**config.mk**
```make
export PLATFORM = sky130hd
export DESIGN_NAME = small_coeff_rejection_sampler_flat
export DESIGN_NICKNAME = d
export VERILOG_FILES = /design/src/rtl/scr_pkg.sv /design/src/rtl/scr_ifs.sv /design/src/rtl/scr_front.sv /design/src/rtl/scr_queue.sv /design/src/rtl/scr_back.sv /design/src/rtl/small_coeff_rejection_sampler.sv /design/src/flat_wrapper.sv
export SDC_FILE = /design/constraint.sdc
export NUM_CORES = 1
export LEC_CHECK = 0
export ABC_CLOCK_PERIOD_IN_PS = 7100
export BUFFER_PORTS_ARGS = -buffer_cell sky130_fd_sc_hd__buf_2
export CORE_MARGIN = 8
export CORE_UTILIZATION = 25
export CTS_CLUSTER_SIZE = 8
export DETAILED_ROUTE_END_ITERATION = 8
export HOLD_SLACK_MARGIN = 0.08
export PLACE_DENSITY = 0.48
export SYNTH_ARGS = -nofsm -noshare
export SYNTH_HDL_FRONTEND = slang
export SYNTH_SLANG_ARGS = --single-unit
```
**constraint.sdc**
```tcl
create_clock -name i_clk -period 7.1 [get_ports i_clk]
set_clock_uncertainty 0.1 [all_clocks]
set_input_delay 0 -clock i_clk [delete_from_list [all_inputs] [get_ports i_clk]]
set_output_delay 0 -clock i_clk [all_outputs]
set_load 0.05 [all_outputs]
```
**src/rtl/scr_pkg.sv**
```systemverilog
package scr_pkg;

    // Default coefficient count per polynomial
    localparam int POLY_COEFFS_DEF = 256;
    // Default depth of the queue between front and back
    localparam int QUEUE_DEPTH_DEF = 2;

    // Rejection limits
    localparam logic [6:0]  LIMIT_U2 = 7'd125;
    localparam logic [15:0] LIMIT_U4 = 16'd59049;

    // Digits per accepted value
    localparam logic [2:0] DIGITS_U2 = 3'd3;
    localparam logic [2:0] DIGITS_U4 = 3'd5;

    // Mode codes
    localparam logic MODE_U2 = 1'b0;
    localparam logic MODE_U4 = 1'b1;

    // Byte pairing phase
    localparam logic PHASE_HIGH = 1'b0;
    localparam logic PHASE_LOW  = 1'b1;

    // Reciprocal multipliers for divide by 5 (value < 125) and by 9 (value < 65536)
    localparam logic [16:0] RECIP_5 = 17'd205;
    localparam logic [16:0] RECIP_9 = 17'd58255;

    typedef logic signed [3:0] t_coef;

    // One accepted value waiting for digit extraction
    typedef struct packed {
        logic [15:0] val;
        logic        mode;
        logic [2:0]  ndig;
        logic        last;
    } t_entry;

endpackage

```
**src/rtl/scr_ifs.sv**
```systemverilog
// Input byte channel
interface scr_in_if;
    import scr_pkg::*;
    logic       valid;
    logic       ready;
    logic [7:0] data_byte;
    logic       start_req;
    modport source (output valid, output data_byte, output start_req, input ready);
    modport sink   (input valid, input data_byte, input start_req, output ready);
endinterface

// Coefficient output channel
interface scr_out_if;
    import scr_pkg::*;
    logic  valid;
    logic  ready;
    t_coef coefficient;
    logic  last;
    modport source (output valid, output coefficient, output last, input ready);
    modport sink   (input valid, input coefficient, input last, output ready);
endinterface

// Configuration write channel
interface scr_cfg_if;
    logic valid;
    logic ready;
    logic range_mode;
    modport source (output valid, output range_mode, input ready);
    modport sink   (input valid, input range_mode, output ready);
endinterface

```
**src/rtl/scr_front.sv**
```systemverilog
module scr_front
    import scr_pkg::*;
#(
    parameter int POLY_COEFFS = POLY_COEFFS_DEF
) (
    input  logic       i_clk,
    input  logic       i_rst_n,
    scr_in_if.sink     i_byte,
    input  logic       i_range_mode,
    input  logic       i_full,
    output logic       o_push,
    output t_entry     o_entry
);

    localparam int CNT_W = $clog2(POLY_COEFFS + 1);

    logic [CNT_W-1:0] r_cnt, n_cnt;
    logic [7:0]       r_high, n_high;
    logic             r_phase, n_phase;

    logic             accept;
    logic [CNT_W-1:0] cnt_eff;
    logic [CNT_W-1:0] rem;
    logic             phase_eff;
    logic [6:0]       v7;
    logic [15:0]      v16;
    logic [2:0]       nmax;
    logic [2:0]       nd;

    assign i_byte.ready = !i_full;
    assign accept       = i_byte.valid && !i_full;

    // start clears count and pairing before the byte is used
    assign cnt_eff   = i_byte.start_req ? '0 : r_cnt;
    assign phase_eff = i_byte.start_req ? PHASE_HIGH : r_phase;
    assign rem       = CNT_W'(POLY_COEFFS) - cnt_eff;
    assign v7        = i_byte.data_byte[7:1];
    assign v16       = {r_high, i_byte.data_byte};
    assign nmax      = (i_range_mode == MODE_U4) ? DIGITS_U4 : DIGITS_U2;
    // clip digit count at end of polynomial
    assign nd        = (32'(rem) < 32'(nmax)) ? 3'(rem) : nmax;

    // classify byte and build queue word
    always_comb begin
        n_cnt   = r_cnt;
        n_high  = r_high;
        n_phase = r_phase;
        o_push  = 1'b0;
        o_entry.mode = i_range_mode;
        o_entry.ndig = nd;
        o_entry.last = (32'(rem) <= 32'(nmax));
        o_entry.val  = (i_range_mode == MODE_U4) ? v16 : {9'd0, v7};
        if (accept) begin
            n_cnt   = cnt_eff;
            n_phase = phase_eff;
            if (cnt_eff < CNT_W'(POLY_COEFFS)) begin
                if (i_range_mode == MODE_U2) begin
                    if (v7 < LIMIT_U2) begin
                        o_push = 1'b1;
                        n_cnt  = cnt_eff + CNT_W'(nd);
                    end
                end else if (phase_eff == PHASE_HIGH) begin
                    n_high  = i_byte.data_byte;
                    n_phase = PHASE_LOW;
                end else begin
                    n_phase = PHASE_HIGH;
                    if (v16 < LIMIT_U4) begin
                        o_push = 1'b1;
                        n_cnt  = cnt_eff + CNT_W'(nd);
                    end
                end
            end
        end
    end

    always_ff @(posedge i_clk) begin
        if (!i_rst_n) begin
            r_cnt   <= '0;
            r_high  <= '0;
            r_phase <= PHASE_HIGH;
        end else begin
            r_cnt   <= n_cnt;
            r_high  <= n_high;
            r_phase <= n_phase;
        end
    end

endmodule

```
**src/rtl/scr_queue.sv**
```systemverilog
module scr_queue
    import scr_pkg::*;
#(
    parameter int QUEUE_DEPTH = QUEUE_DEPTH_DEF
) (
    input  logic   i_clk,
    input  logic   i_rst_n,
    input  logic   i_push,
    input  t_entry i_entry,
    output logic   o_full,
    input  logic   i_pop,
    output logic   o_valid,
    output t_entry o_head
);

    localparam int PTR_W = (QUEUE_DEPTH > 1) ? $clog2(QUEUE_DEPTH) : 1;
    localparam int CNT_W = $clog2(QUEUE_DEPTH + 1);

    t_entry           r_mem [QUEUE_DEPTH];
    logic [PTR_W-1:0] r_wr, r_rd;
    logic [CNT_W-1:0] r_cnt;
    logic             do_push, do_pop;

    assign o_full  = (r_cnt == CNT_W'(QUEUE_DEPTH));
    assign o_valid = (r_cnt != '0);
    assign o_head  = r_mem[r_rd];
    assign do_push = i_push && !o_full;
    assign do_pop  = i_pop && o_valid;

    // storage words
    always_ff @(posedge i_clk) begin
        if (do_push) begin
            r_mem[r_wr] <= i_entry;
        end
    end

    // pointers and fill count
    always_ff @(posedge i_clk) begin
        if (!i_rst_n) begin
            r_wr  <= '0;
            r_rd  <= '0;
            r_cnt <= '0;
        end else begin
            if (do_push) begin
                r_wr <= (r_wr == PTR_W'(QUEUE_DEPTH - 1)) ? '0 : r_wr + 1'b1;
            end
            if (do_pop) begin
                r_rd <= (r_rd == PTR_W'(QUEUE_DEPTH - 1)) ? '0 : r_rd + 1'b1;
            end
            r_cnt <= r_cnt + CNT_W'(do_push) - CNT_W'(do_pop);
        end
    end

endmodule

```
**src/rtl/scr_back.sv**
```systemverilog
module scr_back
    import scr_pkg::*;
(
    input  logic     i_clk,
    input  logic     i_rst_n,
    input  logic     i_q_valid,
    input  t_entry   i_q_head,
    output logic     o_pop,
    scr_out_if.source o_coef
);

    logic [15:0] r_val;
    logic        r_mode;
    logic        r_last;
    logic [2:0]  r_left;

    logic        r_ovalid;
    t_coef       r_ocoef;
    logic        r_olast;

    logic        busy, out_free, step, load;
    logic [32:0] prod;
    logic [15:0] quot;
    logic [15:0] qbase;
    logic [3:0]  digit;

    assign busy     = (r_left != '0);
    assign out_free = !r_ovalid || o_coef.ready;
    assign step     = busy && out_free;
    assign load     = i_q_valid && (!busy || (step && r_left == 3'd1));
    assign o_pop    = load;

    // one digit per cycle unless the output stalls: quotient by reciprocal multiply, remainder by shift-add
    assign prod  = r_val * ((r_mode == MODE_U4) ? RECIP_9 : RECIP_5);
    assign quot  = (r_mode == MODE_U4) ? 16'(prod >> 19) : 16'(prod >> 10);
    assign qbase = (r_mode == MODE_U4) ? ((quot << 3) + quot) : ((quot << 2) + quot);
    assign digit = 4'(r_val - qbase);

    // digit unit state
    always_ff @(posedge i_clk) begin
        if (!i_rst_n) begin
            r_left <= '0;
        end else if (load) begin
            r_left <= i_q_head.ndig;
        end else if (step) begin
            r_left <= r_left - 1'b1;
        end
    end

    always_ff @(posedge i_clk) begin
        if (load) begin
            r_val  <= i_q_head.val;
            r_mode <= i_q_head.mode;
            r_last <= i_q_head.last;
        end else if (step) begin
            r_val  <= quot;
        end
    end

    // output register
    always_ff @(posedge i_clk) begin
        if (!i_rst_n) begin
            r_ovalid <= 1'b0;
        end else if (step) begin
            r_ovalid <= 1'b1;
        end else if (o_coef.ready) begin
            r_ovalid <= 1'b0;
        end
    end

    always_ff @(posedge i_clk) begin
        if (step) begin
            r_ocoef <= t_coef'(digit - ((r_mode == MODE_U4) ? 4'd4 : 4'd2));
            r_olast <= r_last && (r_left == 3'd1);
        end
    end

    assign o_coef.valid       = r_ovalid;
    assign o_coef.coefficient = r_ocoef;
    assign o_coef.last        = r_olast;

endmodule

```
**src/rtl/small_coeff_rejection_sampler.sv**
```systemverilog
// Channel    Dir  Payload                          Notes
// i_byte     in   data_byte[7:0], start_req        stream bytes, start opens a polynomial
// o_coef     out  coefficient[3:0] signed, last    one coefficient per word
// i_cfg      in   range_mode                       always ready, write only when idle
//
// A byte is taken in the cycle it arrives whenever the queue has room; a rejected
// byte or a range-four high byte is consumed and yields nothing.
// The digit unit gives one coefficient per cycle (one reciprocal multiply) unless
// output stalls; a range-two byte yields up to 3, a range-four pair up to 5 coefficients.
// Synchronous reset clears count, pairing, queue, digit unit and output valid.
// Output stalls back up through the digit unit and queue to i_byte.ready.
module small_coeff_rejection_sampler
    import scr_pkg::*;
#(
    parameter int POLY_COEFFS = POLY_COEFFS_DEF,
    parameter int QUEUE_DEPTH = QUEUE_DEPTH_DEF
) (
    input  logic      i_clk,
    input  logic      i_rst_n,
    scr_in_if.sink    i_byte,
    scr_cfg_if.sink   i_cfg,
    scr_out_if.source o_coef
);

    logic   r_range_mode;
    logic   push, full, pop, q_valid;
    t_entry push_entry, q_head;

    // mode register
    assign i_cfg.ready = 1'b1;
    always_ff @(posedge i_clk) begin
        if (!i_rst_n) begin
            r_range_mode <= MODE_U2;
        end else if (i_cfg.valid) begin
            r_range_mode <= i_cfg.range_mode;
        end
    end

    scr_front #(
        .POLY_COEFFS (POLY_COEFFS)
    ) u_front (
        .i_clk        (i_clk),
        .i_rst_n      (i_rst_n),
        .i_byte       (i_byte),
        .i_range_mode (r_range_mode),
        .i_full       (full),
        .o_push       (push),
        .o_entry      (push_entry)
    );

    scr_queue #(
        .QUEUE_DEPTH (QUEUE_DEPTH)
    ) u_queue (
        .i_clk   (i_clk),
        .i_rst_n (i_rst_n),
        .i_push  (push),
        .i_entry (push_entry),
        .o_full  (full),
        .i_pop   (pop),
        .o_valid (q_valid),
        .o_head  (q_head)
    );

    scr_back u_back (
        .i_clk     (i_clk),
        .i_rst_n   (i_rst_n),
        .i_q_valid (q_valid),
        .i_q_head  (q_head),
        .o_pop     (pop),
        .o_coef    (o_coef)
    );

endmodule

```
**src/flat_wrapper.sv**
```systemverilog
// flat-port wrapper written by rule: the top's interface ports become plain ports
module small_coeff_rejection_sampler_flat import scr_pkg::*;
#(
    parameter int POLY_COEFFS = POLY_COEFFS_DEF,
    parameter int QUEUE_DEPTH = QUEUE_DEPTH_DEF
)
  (i_clk, i_rst_n, i_byte_valid, i_byte_data_byte, i_byte_start_req, i_byte_ready, i_cfg_valid, i_cfg_range_mode, i_cfg_ready, o_coef_valid, o_coef_coefficient, o_coef_last, o_coef_ready);
  scr_in_if i_byte_i ();
  scr_cfg_if i_cfg_i ();
  scr_out_if o_coef_i ();
  input  logic i_clk;
  input  logic i_rst_n;
  input wire logic [$bits(i_byte_i.valid)-1:0] i_byte_valid;
  input wire logic [$bits(i_byte_i.data_byte)-1:0] i_byte_data_byte;
  input wire logic [$bits(i_byte_i.start_req)-1:0] i_byte_start_req;
  output wire logic [$bits(i_byte_i.ready)-1:0] i_byte_ready;
  input wire logic [$bits(i_cfg_i.valid)-1:0] i_cfg_valid;
  input wire logic [$bits(i_cfg_i.range_mode)-1:0] i_cfg_range_mode;
  output wire logic [$bits(i_cfg_i.ready)-1:0] i_cfg_ready;
  output wire logic [$bits(o_coef_i.valid)-1:0] o_coef_valid;
  output wire logic [$bits(o_coef_i.coefficient)-1:0] o_coef_coefficient;
  output wire logic [$bits(o_coef_i.last)-1:0] o_coef_last;
  input wire logic [$bits(o_coef_i.ready)-1:0] o_coef_ready;
  assign i_byte_i.valid = i_byte_valid;
  assign i_byte_i.data_byte = i_byte_data_byte;
  assign i_byte_i.start_req = i_byte_start_req;
  assign i_byte_ready = i_byte_i.ready;
  assign i_cfg_i.valid = i_cfg_valid;
  assign i_cfg_i.range_mode = i_cfg_range_mode;
  assign i_cfg_ready = i_cfg_i.ready;
  assign o_coef_valid = o_coef_i.valid;
  assign o_coef_coefficient = o_coef_i.coefficient;
  assign o_coef_last = o_coef_i.last;
  assign o_coef_i.ready = o_coef_ready;
  small_coeff_rejection_sampler #(.POLY_COEFFS(POLY_COEFFS), .QUEUE_DEPTH(QUEUE_DEPTH)) u_core (.i_clk(i_clk), .i_rst_n(i_rst_n), .i_byte(i_byte_i), .i_cfg(i_cfg_i), .o_coef(o_coef_i));
endmodule
```
Yosys cells after proc, flatten, opt, wreduce, memory -nomap -nowiden
Memories as Yosys holds them, arrays and structs flattened. A register that Yosys moved wholly into a read port is not among the register bits.
Cells that the tools add are included.
- output and inout port bits: 8
- bits in registers: 50
- memories: 1
- memory bits (writable): 42
- memories (memory ; depth ; bits a word ; rd ports ; clocked after memory_dff ; wr ports ; RTL line ; RTL):
    u_core.u_queue.r_mem ; 2 ; 21 ; 1 ; 1 ; 1 ; scr_queue.sv:19 ; t_entry r_mem [QUEUE_DEPTH];
- magnitude comparators: 5
- eq/ne operators: 2
- bitwise logic cells: 1
- add/subtract/negate cells: 11
- reduce and logical (&&, ||, !) cells: 17
- muxes and demuxes: 35
- multiply operators: 1
- operator list (cell ; number):
    two-way mux 16 bit ; 5
    two-way mux 9 bit ; 6
    multiplier 16 x 16 -> 32 bit ; 1
    two-way mux 1 bit ; 18
    < comparator 16 bit, second input constant ; 1
    two-way mux 3 bit ; 5
    adder 9 x 3 -> 9 bit ; 1
    less-or-equal comparator 9 x 3 -> 1 bit ; 1
    < comparator 9 x 3 -> 1 bit ; 1
    < comparator 9 bit, second input constant ; 1
    subtractor 9 bit, first input constant ; 1
    adder 4 bit ; 2
    logical AND 1 bit ; 7
    < comparator 7 bit, second input constant ; 1
    nonzero test 2 bit ; 3
    two-way mux 4 bit ; 1
    AND reduction 4 bit ; 1
    subtractor 4 x 3 -> 4 bit ; 1
    subtractor 4 bit ; 1
    == test 3 x 1 -> 1 bit, second input constant ; 1
    zero test 1 bit ; 3
    nonzero test 3 bit ; 1
    subtractor 3 x 1 -> 3 bit, second input constant ; 1
    adder 1 bit, second input constant ; 2
    other kinds (5) ; 6

Depth between registers and ports, before layout
Gate-level depths: netlist (run 1).
- depth in word-level cells: 9
- gate-level depth with buffers: 34
- depth with buffers taken out: 32

Modules after synthesis
A second synthesis (run 1) with hierarchy kept.
- cell total of the unflattened synthesis: 1056
- area, all modules: 10775.3 um2
- by module, submodules not included (module ; times used ; cells an instance ; area each (um2)):
    scr_back ; 1 ; 763 ; 7263.2
    scr_queue ; 1 ; 92 ; 1833.0
    scr_front ; 1 ; 196 ; 1631.6
    small_coeff_rejection_sampler ; 1 ; 5 ; 47.5

Worst setup path after synthesis (run 1)
OpenSTA, ideal clock, no wires.
- kind: reg2reg
- start point: register u_core.u_back.r_mode
- end point: register u_core.u_back.r_ocoef[3], in the netlist u_core.u_back.o_coef.coefficient[3] (data pin)
- stages on the path, launching flop included: 32
- arrival time: 7466 ps
- setup slack: -726 ps
- clock period less this slack: 7826 ps
- path through: edfxtp_1 > buf_6 > inv_1 > buf_1 > buf_1 > nor2_1 > fa_1 > ha_1 > inv_1 > fa_1 > inv_1 > ha_1 > fa_1 > inv_1 > fa_1 > inv_1 > ha_1 > o2111a_1 > a311oi_4 > a21oi_2 > a221oi_2 > xnor2_1 > mux2_4 > ha_1 > nor2_1 > a21oi_1 > ha_1 > ha_1 > a21oi_1 > xnor2_1 > xnor2_1 > xnor2_1
- cells in the longest elaborated chain, start to end: 7
- elaborated cells on any way between the ends: 9
- classes of those cells: 4 x add/sub; 1 x mul; 4 x mux
- RTL lines (element ; RTL line ; RTL):
    start, declared ; scr_back.sv:13 ; logic r_mode;
    start signal, assigned ; scr_back.sv:53 ; r_mode <= i_q_head.mode;
    two-way mux 16 bit ; scr_back.sv:34 ; assign prod = r_val * ((r_mode == MODE_U4) ? RECIP_9 : RECIP_5);
    multiplier 16 x 16 -> 32 bit ; scr_back.sv:34 ;
    two-way mux 16 bit ; scr_back.sv:35 ; assign quot = (r_mode == MODE_U4) ? 16'(prod >> 19) : 16'(prod >> 10);
    adder 4 bit ; scr_back.sv:36 ; assign qbase = (r_mode == MODE_U4) ? ((quot << 3) + quot) : ((quot << 2) + quot);
    two-way mux 4 bit ; scr_back.sv:36 ;
    subtractor 4 bit ; scr_back.sv:37 ; assign digit = 4'(r_val - qbase);
    subtractor 4 x 3 -> 4 bit * ; scr_back.sv:73 ; r_ocoef <= t_coef'(digit - ((r_mode == MODE_U4) ? 4'd4 : 4'd2));
    end signal, assigned ; scr_back.sv:73 ;
    end, declared ; scr_back.sv:18 ; t_coef r_ocoef;
Mark *: on every way between the ends. The rest lies on a longest branch, timed or not.
A chain may end at the register's enable or synchronous reset.

Worst setup path in the final report (run 1)
Ends and elaborated chain as after synthesis.

==> impl.org, run 1 <==
** Run status
- The run finished with clean final reports.

** Clocking
- The H-tree generated during clock tree synthesis spans 3 levels.
- Buffers from clock root to sink, at most :: 2
- The cell sitting at the root of the clock tree is a sky130_fd_sc_hd__clkbuf_16.
- TritonCTS built the clock tree.
- Worst-path clk slew :: 0.06 ns
- The clock reaches the later pin of the worst-skew pair after 0.34 ns.
- For this design, the sink count on the clock tree is 93.
- Number of buffers added by the clock tree synthesis step :: 9

** Routing
- 1st-iter DRT viols :: 264
- Routed vias :: 7259
- The final layout contains routed wiring with a total length of 24900 um.
- DR DRC count :: 0
- For this run, the detailed router's first-pass iteration total came to 4.
- Routed len/inst :: 14.7 um
- In the routed layout, each cell is associated on average with a via count of 4.29.
- Once detail routing completed, the nets flagged for antenna violations numbered 0.

** Global routing
- Number of global-route vias before repair :: 7881
- Entering global routing, the biggest net connects 30 pins.
- Global routing used 11.0% of the available tracks.
- Number of antenna violations at the first check in global routing :: 0
- GR Overflow Total :: 0
- The first global-routing pass estimated 42100 um of wire.

** Floorplanning
- After floorplanning, the core was sized to cover 0.0407 mm2.
- Initial cell density of the core :: 25.2%
- The floorplan step set the die height to 219 um.
- Row generation in the floorplan step produced 74 rows.
- In this run the horizontal extent of the chip is 219 um.
- Die Footprint :: 0.0479 mm2
- 23 I/O pins were placed.

** Worst hold path
- Start point of the worst hold path :: i_byte_valid
- The tightest min-delay check is of the input pin to register type.

** Place
- Input and output buffers added on the ports amount to 21.
- After legalization and detailed placement, the total HPWL measured 20800 um.
- Placed instance area :: 0.0118 mm2
- The congestion estimate from routability-driven global placement came to 0.846.

** Worst setup path
- Largest incremental delay on the critical path :: 0.59 ns
- Critical path origin :: u_core.u_back.r_mode
- Arrival @ worst endpoint :: 7.04 ns
- The kind of cell with the highest combined delay along the critical path is adder cells.
- Crit path top cell by count :: sky130_fd_sc_hd__fa_1
- In this run the worst path has a maximum fanout of 6.
- Crit start category :: register
- CP Buf/Inv Count :: 7
- CP required :: 7.09 ns
- Worst r2r src :: u_core.u_back.r_mode
- The largest individual stage delay along the critical path comes from the cell sky130_fd_sc_hd__fa_1.
- Endpoint type of the worst setup path :: register
- Type of the worst setup path :: register to register

** Timing
- Worst-case hold slack :: 0.104 ns
- The final critical path takes up 99.3% of the cycle.
- Total of endpoints with negative setup slack in the final report :: 0
- Final setup TNS :: 0 ns
- In this run the tightest slew margin relative to its limit is 27.8%.
- For the pin with the worst max-slew slack, the measured transition is 1.08 ns.
- Setup repair after global routing could not meet its margin everywhere.
- Maximum achievable frequency :: 0.142 GHz
- Post-layout minimum cycle time :: 7.05 ns
- The final max-slew violation count is 0.
- Final Hold Vio Count :: 0

** Cells and area
- At the end of the flow, the number of nets in the layout was 1436.
- Most frequent cells in the layout :: sky130_fd_sc_hd__inv_1, sky130_fd_sc_hd__ha_1, sky130_fd_sc_hd__buf_4
- Relative to the synthesized area, the layout overhead comes to 22.8%.
- Fraction of final layout cells with drive strength greater than 1 :: 19.8%
- Leaving out fill and tap cells, the most frequent cell in the layout is sky130_fd_sc_hd__inv_1.
- 0 antenna diodes ended up in the layout.
- Total of fill cells in the finished design :: 4246
- Final design instance area without fill :: 0.0126 mm2

** Synth
- In the synthesized netlist the async set-or-reset flop fraction comes to 0%.
- For this run, the leading register cell type out of synthesis is sky130_fd_sc_hd__edfxtp_1.
- Yosys warning total :: 0
- Total of flip-flops plus latches after synthesis :: 93
- The number of nets in the synthesized netlist is 1310.
- sky130_fd_sc_hd__ha_1 takes more of the synthesized area than any other cell.
- The netlist uses 67 different library cells.
- Mapped Avg Cell Area :: 9.98 um2
- In this run the cell area of the synthesized design comes to 0.0103 mm2.
- Sequential cell area fraction in the yosys report :: 24.4%
- Synth area leaders :: sky130_fd_sc_hd__ha_1, sky130_fd_sc_hd__fa_1, sky130_fd_sc_hd__edfxtp_1
- Number of enable flip-flop cells after synthesis :: 65
- Synthesis produced 1030 cells.
- The synthesized design devotes to its leading area cell type 20.1% of total area.

** Run
- Number of maximum-capacitance constraint violations :: 0
synthesized netlist by cell type (12+ instances only):
cell and instances:
sky130_fd_sc_hd__ha_1 165, sky130_fd_sc_hd__nand2_1 49, sky130_fd_sc_hd__and2_1 17, sky130_fd_sc_hd__inv_1 190, sky130_fd_sc_hd__dfxtp_1 28, sky130_fd_sc_hd__xnor2_1 34, sky130_fd_sc_hd__fa_1 100, sky130_fd_sc_hd__clkbuf_1 20
sky130_fd_sc_hd__a21oi_1 51, sky130_fd_sc_hd__edfxtp_1 65, sky130_fd_sc_hd__nand2b_1 16, sky130_fd_sc_hd__nor3_1 12, sky130_fd_sc_hd__xor2_1 19, sky130_fd_sc_hd__nor2_1 73, sky130_fd_sc_hd__mux2i_1 25, sky130_fd_sc_hd__nor2b_1 20
sky130_fd_sc_hd__o21ai_0 25
worst min-delay path, cell delays in order:
cell	delay, ns
sky130_fd_sc_hd__buf_2	0.08
sky130_fd_sc_hd__nand2_1	0.15
sky130_fd_sc_hd__o21ai_0	0.20
sky130_fd_sc_hd__a21oi_1	0.06
flip-flops by register name (all words and copies together), names as in the netlist, 2 cells and up, named ones only:
signal,cells
u_core.u_queue.r_cnt,2
u_core.u_back.r_left,3
u_core.u_queue.r_mem,42
u_core.u_back.o_coef.coefficient,4
u_core.u_front.r_cnt,9
u_core.u_front.r_high,8
u_core.u_back.r_val,16
area by class of cell:
cell class,count,area [um2],area share (%)
multi-input cells,716,7290,57.7
flip-flops and latches,93,2510,19.9
repair buffers,144,1160,9.23
inverters,192,733,5.81
well taps,532,666,5.27
clock buffers,12,236,1.87
clock inverters,4,26.3,0.208
cell families after synthesis:
kind of cell               share of synthesized area [%]
other                                             0.0365
adders and majority gates                           39.6
DFF                                                 24.4
buffers and inverters                               8.27
muxes                                               3.79
xor gates and xnor gates                            4.52
AOI/OAI and AO/OA                                   8.58
and+or+nand+nor                                     10.8
final timing paths:
path	end	slack [ns]	depth (start not counted)
worst max-delay path	u_core.u_back.o_coef.coefficient[3]	0.05	30
worst min-delay path	u_core.u_front.r_cnt[6]	0.10	4
worst max register to register	u_core.u_back.o_coef.coefficient[3]	0.05	30
worst min register to register	u_core.u_front.r_cnt[8]	0.36	2
through the flow:
step | worst slack (ns) | utilization, % | cells
2_1_floorplan | 0.00709 | - | 1030
3_3_place_gp | -0.0926 | 28.9 | 1649
3_5_place_dp | -0.191 | 28.9 | 1649
4_1_cts | 0.000570 | 30.4 | 1689
5_1_grt | -0.216 | 31.0 | 1693
6_report | 0.0503 | 31.0 | 1693
metal layers:
layer / wire (um) / vias up / track usage [%] / share of wire, %
met5: 0 / - / 0 / 0
met3: 565 / 15 / 1.71 / 2.3
met2: 12000 / 77 / 18.7 / 48
met1: 12100 / 3515 / 14.9 / 48
met4: 237 / 0 / 1.67 / 0.95
li1: - / 3652 / - / -
timing repair:
item                                   4_1_cts  5_1_grt
hold buffers                                12        0
pin swaps                                   29       41
setup buffers                                9        4
cloned                                       3        0
setup endpoints to repair                    1        2
endpoints found under the hold margin       27        0
gates resized for setup                     20       40
Power of run 1 is not shown: default switching activity piles up to over one toggle a cycle in this logic, so the estimate is an artifact.
==> run 2: changes to the inputs <==
Settings changed: ABC_CLOCK_PERIOD_IN_PS 7100 to 8900, CAP_MARGIN set to 40, PLACE_DENSITY 0.48 to 0.47.
Clock period 7.1 ns to 8.9 ns, I/O delays scaled along.
==> impl.org, run 2 (synthesized netlist as in run 1, its figures left out) <==
** Cells and area
- The total number of nets in the final design is 1339 (was 1436).
- Diodes inserted :: 0 (unchanged)
- Most frequent cells in the layout: sky130_fd_sc_hd__inv_1, sky130_fd_sc_hd__ha_1, sky130_fd_sc_hd__fa_1 (was sky130_fd_sc_hd__inv_1, sky130_fd_sc_hd__ha_1, sky130_fd_sc_hd__buf_4).
- Fraction of final layout cells with drive strength greater than 1 :: 7.05% (was 19.8%)
- Flip-flop count of the largest register after layout :: 42 (unchanged)
- Largest registers ranked by flip-flop count :: u_core.u_queue.r_mem (42), u_core.u_back.r_val (16), u_core.u_front.r_cnt (9) (unchanged)
- The number of fillers in the final layout came to 4356 (was 4246).
- The layout overhead on the synthesized area was 11.6% (was 22.8%).
- Commonest non-fill, non-tap cell in the layout :: sky130_fd_sc_hd__inv_1 (unchanged)
- The largest register by flop count is u_core.u_queue.r_mem (unchanged).
- The multi-input combinational cell area came to 0.00692 mm2 (was 0.00729 mm2).
- Register cell area after layout :: 0.00251 mm2 (unchanged)

** Clocking
- Number of buffers added by the clock tree synthesis step :: 9 (unchanged)
- The maximum buffer depth of the clock tree is 2 (unchanged).
- Deepest level of the CTS H-tree :: 3 (unchanged)
- The clock latency on the worst-skew pair was 0.34 ns (about the same).
- The clock tree from TritonCTS is done (unchanged).
- Count of cells resized by post-cts repair :: 0 (was 20)
- The clock transition at the register clock pins on the worst setup and hold paths after CTS was 0.06 ns (about the same).
- The clock sink total was 93 (unchanged).
- The buffer cell driving the clock tree root was sky130_fd_sc_hd__clkbuf_16 (unchanged).

** Routing
- Post-detailed-route count of antenna-violating nets :: 0 (unchanged)
- Routed wire length :: 23300 um (was 24900 um)
- Routed vias :: 6866 (was 7259)
- The remaining routing DRC violations came to 0 (unchanged).
- First-pass detailed-route iteration total :: 7 (was 4)
- The per-cell via count in the routed design is 4.30 (was 4.29).
- The violation count after the first detailed-route iteration is 229 (was 264).
- Routed len/inst :: 14.6 um (was 14.7 um)

** Worst setup path
- Largest incremental delay on the critical path :: 0.72 ns (was 0.59 ns)
- The required time at the endpoint of the critical path came to 8.89 ns (was 7.09 ns).
- The type of the worst setup path is register to register (unchanged).
- The cell depth of the worst flop-to-flop path came to 30 (unchanged).
- The kind of start point of the critical path is a register (unchanged).
- Crit path top cell by count :: sky130_fd_sc_hd__ha_1 (was sky130_fd_sc_hd__fa_1)
- Worst r2r src :: u_core.u_back.r_mode (unchanged)
- The maximum fanout encountered on the critical timing path is 27 (was 6).
- The slowest cell on the critical path is sky130_fd_sc_hd__edfxtp_1 (was sky130_fd_sc_hd__fa_1).
- Arrival @ worst endpoint :: 8.34 ns (was 7.04 ns)
- Critical path origin :: u_core.u_back.r_mode (unchanged)
- The endpoint class of the critical path was a register (unchanged).

** Place
- The HPWL reported at the end of detailed placement was 19700 um (was 20800 um).
- The final weighted congestion of routability-driven global placement is 0.837 (was 0.846).
- Quantity of I/O buffers inserted on ports :: 21 (unchanged)

** Worst hold path
- The cell depth of the worst hold path was 4 (unchanged).
- The beginning of the worst hold path was i_byte_valid (unchanged).
- The worst min-delay path category is input pin to register (unchanged).

** Floorplanning
- Initial cell density of the core :: 25.2% (unchanged)
- The core area is 0.0407 mm2 (unchanged).
- The overall die area came to 0.0479 mm2 (unchanged).
- Height of the die :: 219 um (unchanged)
- The floorplan die width is 219 um (unchanged).
- Number of standard-cell rows in the floorplan :: 74 (unchanged)
- The I/O pin count came to 23 (unchanged).

** Timing
- The accumulated negative setup slack was 0 ns (unchanged).
- Worst-case hold slack :: 0.113 ns (was 0.104 ns)
- The minimum clock period after layout was 8.35 ns (was 7.05 ns).
- The total of endpoints with negative setup slack in the final report is 0 (unchanged).
- Rel. slew slack :: 43.0% (was 27.8%)
- Final Hold Vio Count :: 0 (unchanged)
- Maximum achievable frequency :: 0.120 GHz (was 0.142 GHz)
- Unrepaired setup endpoints after global routing: false (was true).
- The worst-margin pin slew came to 0.854 ns (was 1.08 ns).
- Pins Over Slew Limit :: 0 (unchanged)
- Final Cycle Share :: 93.8% (was 99.3%)

** Global routing
- The initial antenna violation count was 0 (unchanged).
- The global-route met2 utilization came to 17.3% (was 18.7%).
- Largest net degree at the start of global routing :: 30 (unchanged)
- Number of global-route vias before repair :: 7257 (was 7881)
- The met3 track demand over resource in global routing is 1.08% (was 1.71%).
- First-pass GRT wire length :: 38900 um (was 42100 um)
- Layer with the highest usage after global routing :: met2 (unchanged)
- The routing usage on met1 came to 13.7% (was 14.9%).
- The combined global-route utilization of all metal layers came to 10.1% (was 11.0%).
- GR Overflow Total :: 0 (unchanged)

** Run
- The max capacitance violation total is 0 (unchanged).

** Run status
- Outcome :: complete, no violations (unchanged)
==> run 2: worst paths after layout <==
| kind | end | slack (ns) |
|---|---|---|
| hold / removal | u_core.u_front.r_cnt[6] | 0.11 |
| hold reg to reg | u_core.u_front.r_cnt[8] | 0.35 |
| setup / recovery | u_core.u_back.o_coef.coefficient[3] | 0.55 |
| setup reg to reg | u_core.u_back.o_coef.coefficient[3] | 0.55 |
==> run 2: repair_timing <==
item,4_1_cts,5_1_grt
hold endpoints to repair,33,0
hold buffers,12,0
endpoints found under the setup margin,0,0
setup buffers,0,0
==> run 2: cell type report <==
type | instances | area share, %
Timing Repair Buffer | 47 | 3.18
Clock buffer | 13 | 2.18
Sequential cell | 93 | 21.9
Inverter | 192 | 6.28
Clock inverter | 3 | 0.338
Multi-Input combinational cell | 716 | 60.3
Tap cell | 532 | 5.80
==> run 2: stage by stage <==
stage,instance area (um2),cells,utilization [%],worst slack [ns]
2_1_floorplan,10300,1030,-,1.07
3_3_place_gp,11000,1565,27.0,0.743
3_5_place_dp,11100,1568,27.2,0.586
4_1_cts,11500,1596,28.2,0.575
5_1_grt,11500,1596,28.2,0.174
6_report,11500,1596,28.2,0.548
==> run 2: per-layer routing <==
metal	part of all wire, %	vias to the layer above
li1	-	3460
met1	49	3328
met5	0	-
met4	1.0	0
met2	48	60
met3	1.8	18
==> run 2: worst max-delay path: cells and delay by family (launching register included) <==
| family | cells | cell delay, ns |
|---|---|---|
| flops | 1 | 0.72 |
| xor+xnor | 3 | 0.40 |
| buf+inv | 6 | 0.76 |
| fa+ha+maj | 10 | 4.07 |
| compound gates | 6 | 1.27 |
| simple gates | 5 | 0.78 |
Power of run 2 is left out for the same reason.
